File: src/assert_macros.svh
// ----------------------------------------------------------------------------
// Assertion macros
// Shared concurrent assertion forms, clocked on clock and disabled in reset.
// ----------------------------------------------------------------------------
`ifndef ASSERT_MACROS_SVH
`define ASSERT_MACROS_SVH

// Plain property that must hold at every edge outside reset.
`define PSU_ASSERT(lbl, prop, msg) \
   lbl: assert property (@(posedge clock) disable iff (reset) (prop)) else $error(msg);

// Antecedent this cycle implies consequent on the next edge.
`define PSU_ASSERT_NEXT(lbl, ante, cons, msg) \
   lbl: assert property (@(posedge clock) disable iff (reset) (ante) |=> (cons)) \
      else $error(msg);

`endif

File: src/psu_pkg.sv
// ----------------------------------------------------------------------------
// psu_pkg
// Types and codes shared by the scanline unfilter block.
// ----------------------------------------------------------------------------
package psu_pkg;

   localparam int ROW_PIXELS_W = 13;
   localparam int ROW_COUNT_W  = 16;
   localparam int CSR_INDEX_W  = 8;
   localparam int CSR_DATA_W   = 16;

   localparam logic [CSR_INDEX_W-1:0] CSR_ROW_PIXELS = CSR_INDEX_W'(0);
   localparam logic [CSR_INDEX_W-1:0] CSR_ROW_COUNT  = CSR_INDEX_W'(1);

   // Highest filter code defined by the format
   localparam logic [7:0] FILTER_CODE_MAX = 8'd4;

   typedef enum logic [2:0] {
      KIND_NONE    = 3'd0,
      KIND_SUB     = 3'd1,
      KIND_UP      = 3'd2,
      KIND_AVERAGE = 3'd3,
      KIND_PAETH   = 3'd4,
      KIND_UNKNOWN = 3'd5
   } filter_kind_type;

   typedef struct packed {
      logic [7:0] in_byte;
   } req_payload_type;

   typedef struct packed {
      logic [7:0] out_byte;
      logic       row_end;
      logic       image_end;
   } rsp_payload_type;

endpackage

File: src/psu_predict.sv
// ----------------------------------------------------------------------------
// psu_predict
// Predictor select and sample reconstruction for one byte (None, Sub, Up,
// Average, Paeth).
// ----------------------------------------------------------------------------
module psu_predict (
   input  psu_pkg::filter_kind_type kind,
   input  logic [7:0]               sample,
   input  logic [7:0]               left,
   input  logic [7:0]               up,
   input  logic [7:0]               up_left,
   output logic [7:0]               recon
);
   import psu_pkg::*;

   function automatic logic [9:0] mag10(input logic signed [9:0] x);
      mag10 = x[9] ? 10'(-x) : 10'(x);
   endfunction

   logic signed [9:0] s_a, s_b, s_c;
   logic signed [9:0] d_bc, d_ac, d_p;
   logic [9:0]        pa, pb, pc;
   logic [8:0]        avg_sum;
   logic [7:0]        paeth_pick;
   logic [7:0]        pred;

   assign s_a = $signed({2'b00, left});
   assign s_b = $signed({2'b00, up});
   assign s_c = $signed({2'b00, up_left});

   // p = a + b - c, so |p-a| = |b-c|, |p-b| = |a-c|, |p-c| = |a+b-2c|
   assign d_bc = s_b - s_c;
   assign d_ac = s_a - s_c;
   assign d_p  = d_bc + d_ac;
   assign pa   = mag10(d_bc);
   assign pb   = mag10(d_ac);
   assign pc   = mag10(d_p);

   assign avg_sum = {1'b0, left} + {1'b0, up};

   always_comb begin
      if (pa <= pb && pa <= pc) begin
         paeth_pick = left;
      end else if (pb <= pc) begin
         paeth_pick = up;
      end else begin
         paeth_pick = up_left;
      end
   end

   always_comb begin
      case (kind)
         KIND_SUB:     pred = left;
         KIND_UP:      pred = up;
         KIND_AVERAGE: pred = avg_sum[8:1];
         KIND_PAETH:   pred = paeth_pick;
         default:      pred = 8'd0;
      endcase
   end

   assign recon = sample + pred;

endmodule

File: config.mk
export PLATFORM = sky130hd
export DESIGN_NAME = psu_predict
export DESIGN_NICKNAME = d
export VERILOG_FILES = /design/src/assert_macros.svh /design/src/psu_pkg.sv /design/src/psu_predict.sv
export SDC_FILE = /design/constraint.sdc
export NUM_CORES = 1
export LEC_CHECK = 0
export ABC_AREA = 1
export BUFFER_PORTS_ARGS = -buffer_cell sky130_fd_sc_hd__buf_2
export CORE_MARGIN = 2
export CORE_UTILIZATION = 25
export DETAILED_ROUTE_END_ITERATION = 7
export MAX_ROUTING_LAYER = met4
export PLACE_DENSITY_LB_ADDON = 0.05
export SLEW_MARGIN = 20
export SYNTH_ARGS = -nofsm -noshare
export SYNTH_HDL_FRONTEND = slang
export SYNTH_SLANG_ARGS = --single-unit
File: constraint.sdc
create_clock -name vclk -period 13.9
set_input_delay 2.085 -clock vclk [all_inputs]
set_output_delay 2.085 -clock vclk [all_outputs]
set_load 0.03 [all_outputs]
# Word-level counts from Yosys, hierarchy flattened
# Cells that the tools add are included.
# word_totals
out_inout_bits	8
regBits	0
input_bits	35
word_cells	22
# op_classes
add_sub_neg	8
reduce_logical	1
order_cmp	3
eq_ne	4
n_mux	6
# ops
operator	n
case mux 8 bit (4 select lines)	1
less-or-equal comparator 10 bit	3
two-way mux 10 bit	3
negation 9 -> 10 bit	2
subtractor 8 x 8 -> 9 bit	2
two-way mux 8 bit	2
adder 9 x 9 -> 10 bit	1
negation 10 bit	1
adder 8 x 8 -> 9 bit	1
adder 8 bit	1
equality test 3 x 2 -> 1 bit (second input constant)	2
equality test 3 x 1 -> 1 bit (second input constant)	1
equality test 3 bit (second input constant)	1
logical AND 1 bit	1

# Longest topological paths before layout
# depth
depth_word	9
depth_mapped	45
depth_no_buf	45

# Worst setup path before layout
# OpenSTA, ideal clock, no wires.
# synth_timing
path_type	in2out
from	in left[0]
to	out recon[6]
setup_slack_ns	4.353
path_stages	34
t_arrival_ns	7.462
path_buffers	1
t_required_ns	11.815
cell_sequence	inv_1 -> ha_1 -> inv_1 -> fa_1 -> inv_1 -> fa_1 -> o21ai_0 -> nand3b_1 -> nand2_1 -> nor2_1 -> nand4_1 -> nand2_1 -> nand2_1 -> nand2_1 -> inv_1 -> ha_1 -> a21oi_1 -> nor2_1 -> a211oi_1 -> o211ai_1 -> nand2_1 -> clkbuf_1 -> nand2_1 -> nand3_1 -> o211ai_1 -> nand2_1 -> ha_1 -> inv_1 -> fa_1 -> o21ai_0 -> a21oi_1 -> nor2_1 -> nor2_1 -> xnor2_1
# synth_via
elab_chain_len	9
elab_cells_between_ends	15
cone_classes	add/sub (6); order compare (3); mux (5); reduce/logical (1)
# synth_lines
item	line_no	source
start, declared	psu_predict.sv:9	input logic [7:0] left,
subtractor 8 x 8 -> 9 bit	psu_predict.sv:33	assign d_ac = s_a - s_c;
adder 9 x 9 -> 10 bit	psu_predict.sv:34	assign d_p = d_bc + d_ac;
negation 10 bit	psu_predict.sv:17	mag10 = x[9] ? 10'(-x) : 10'(x);
two-way mux 10 bit	psu_predict.sv:17	
less-or-equal comparator 10 bit (on tied branches)	psu_predict.sv:44, psu_predict.sv:42	
two-way mux 8 bit or logical AND 1 bit (tied branches)	psu_predict.sv:44, psu_predict.sv:42	
two-way mux 8 bit	psu_predict.sv:42	if (pa <= pb && pa <= pc) begin
case mux 8 bit (4 select lines) *	psu_predict.sv:52	case (kind)
adder 8 bit *	psu_predict.sv:61	assign recon = sample + pred;
end, declared	psu_predict.sv:12	output logic [7:0] recon
# Every way passes the cells marked *; elsewhere a longest branch is shown, timed or not.

# Worst setup path in the final report
# layout_timing
from	in up_left[2]
to	out recon[7]
# layout_via
elab_chain_len	9
elab_cells_between_ends	17
cone_classes	add/sub (7); order compare (3); mux (6); reduce/logical (1)
# layout_lines
item	line_no	source
start, declared	psu_predict.sv:11	input logic [7:0] up_left,
subtractor 8 x 8 -> 9 bit (on tied branches)	psu_predict.sv:32, psu_predict.sv:33	
adder 9 x 9 -> 10 bit	psu_predict.sv:34	
negation 10 bit	psu_predict.sv:17	
two-way mux 10 bit	psu_predict.sv:17	
less-or-equal comparator 10 bit (on tied branches)	psu_predict.sv:44, psu_predict.sv:42	
two-way mux 8 bit or logical AND 1 bit (tied branches)	psu_predict.sv:44, psu_predict.sv:42	
two-way mux 8 bit *	psu_predict.sv:42	
case mux 8 bit (4 select lines) *	psu_predict.sv:52	
adder 8 bit *	psu_predict.sv:61	
# Marked as above.

==> results_dict.tcl <==
set metrics [dict create \
    whs_endpoint "recon[0]" \
    via_count 3668 \
    grt_util_all_layers_pct 15.7 \
    final_common_cell "nand2_1" \
    startpoint_type "primary input" \
    antenna_cells 0 \
    hold_path.class "in2out" \
    grt_pass1_vias 3508 \
    initial_core_util_pct 25.9 \
    rsz0062_at_grt "false" \
    met3_length_um 277 \
    peakVddDrop_mv 0.0248 \
    synth_area_per_cell_um2 5.84 \
    grt_pass1_wl_um 18100 \
    io_pins 43 \
    yosysSeqAreaShare_pct 0 \
    drive_gt1_share_pct 12.3 \
    die_w_um 122 \
    tns_ps 0 \
    holdBufCountCts 0 \
    vias_per_cell 4.53 \
    routed_wl_um 11000 \
    hold_viol_final 0 \
    design.seq.count 0 \
    setup_ws_ps 3560 \
    power_density_nw_per_um2 107 \
    die-area_um2 14800 \
    syn_to_final_growth_pct 12.5 \
    cpMostUsedCell "nand2_1" \
    netlist_area_um2 3450 \
    cp.required_ps 11810 \
    final.clkbuf_count 0 \
    rows 42 \
    drc 0 \
    fillers 1563 \
    status "finished clean" \
    setup_viol 0 \
    fin_crit_ps 10340 \
    portBuffers 43 \
    holdWs_ps 4570 \
    top_layer_used "met4" \
    min_path_cells 3 \
    grt_antenna_before_repair 0 \
    overflow 0 \
    design_area_um2 3880 \
    ys_warn_count 0 \
    fmax_mhz 96.7 \
    slowest_delay_ps 400 \
    relSlewSlack_pct 36.2 \
    layout.area.seq_um2 0 \
    syn_inst 591 \
    wl_met1_um 6080 \
    wl_per_cell_um 13.6 \
    crit_buf_inv 7 \
    place_hpwl_um 9960 \
    drv_cap 0 \
    nets 743 \
    worstSetupPathType "in2out" \
    drt-initial-drc-count 144 \
    place.gp.congestion 0.878 \
    mostFrequentLayoutCells "nand2_1 (149), inv_1 (95), ha_1 (67), nor2_1 (59), buf_2 (43)" \
    min_period_over_period_pct 74.4 \
    post_dp_cell_area_um2 3880 \
    power.total_uw 417 \
    critPathTopFamily "simple AND/OR/NAND/NOR gates" \
    crit_fanout 14 \
    place_ws_ps 3500 \
    leakage_uw 0.00221 \
    firstDrtPassIters 4 \
    slew_violations 0 \
    cp_slowest_cell "o21ai_0" \
    die_h_um 122 \
    end_kind "primary output" \
    hold_start "sample[0]" \
    synth_cell_types 35 \
    cts_resized 0 \
    crit_arrival_ps 8260 \
    grt_max_degree 16 \
    route.met2.wl_um 4630 \
    ant_nets 0 \
    cts_setup_buffers 0 \
    tightest_slew_ps 950 \
    placeableCoreArea_um2 13300 \
]
==> routing by layer <==
layer / global-route usage, % / vias to the layer above
met5: - / -
met4: 0.216 / 0
met3: 0.0940 / 2
met2: 24.6 / 52
met1: 24.1 / 1589
li1: - / 2025
==> stage by stage <==
step	utilization, %	instances
after CTS	29.1	810
after detailed placement	29.1	810
after floorplan	-	593
after global placement	29.1	810
after global routing	29.1	810
final	29.1	810
==> tightest hold or removal path, cell delays in order <==
cell	delay (ps)
buf_2	80
ha_1	130
buf_2	190
==> worst max path at each step <==
stage               start       end  slack, ps  cells after the start
4_1_cts           left[2]  recon[7]       3480                     41
3_3_place_gp      left[2]  recon[7]       3420                     41
5_1_grt        up_left[2]  recon[7]       2640                     43
3_5_place_dp      left[2]  recon[7]       3500                     41
2_1_floorplan     left[0]  recon[6]       4350                     34
6_report       up_left[2]  recon[7]       3560                     42
==> logic make-up (layout without fill, tap and decap cells) <==
| group | after synthesis | after routing | synth area share, % |
|---|---|---|---|
| AOI/OAI and AO/OA | 84 | 84 | 14.4 |
| and+or+nand+nor | 305 | 305 | 40.2 |
| xor gates and xnor gates | 27 | 27 | 6.85 |
| other | 2 | 4 | 0.218 |
| adders and majority gates | 72 | 72 | 27.2 |
| buffers and inverters | 101 | 142 | 11.2 |
==> power breakdown <==
| part | total, µW | switching (µW) | internal (µW) |
|---|---|---|---|
| registers | 0 | 0 | 0 |
| clock network | 0 | 0 | 0 |
| logic | 417 | 269 | 149 |
==> area by class of cell <==
class,instances,area [µm²],share of cell area [%]
tap,176,220,5.67
timing repair buffer,43,215,5.54
inverter,99,372,9.57
multi-input combinational,492,3080,79.2
==> cells in the mapped netlist (5+ instances only) <==
cell type,count,area share [%]
ha_1,67,24
nand2_2,14,2.5
nor2_1,59,6.4
nand4_1,11,2.0
a22o_1,5,1.3
nand3b_1,8,1.7
fa_1,5,2.9
nand3_1,39,5.7
xnor2_1,6,1.5
nand3_2,5,1.4
inv_1,95,10
o21ai_0,23,3.3
nor3_1,9,1.3
xor2_1,21,5.3
a21oi_1,32,4.6
nand2_1,149,16
Power figures use the tool's default switching activity.
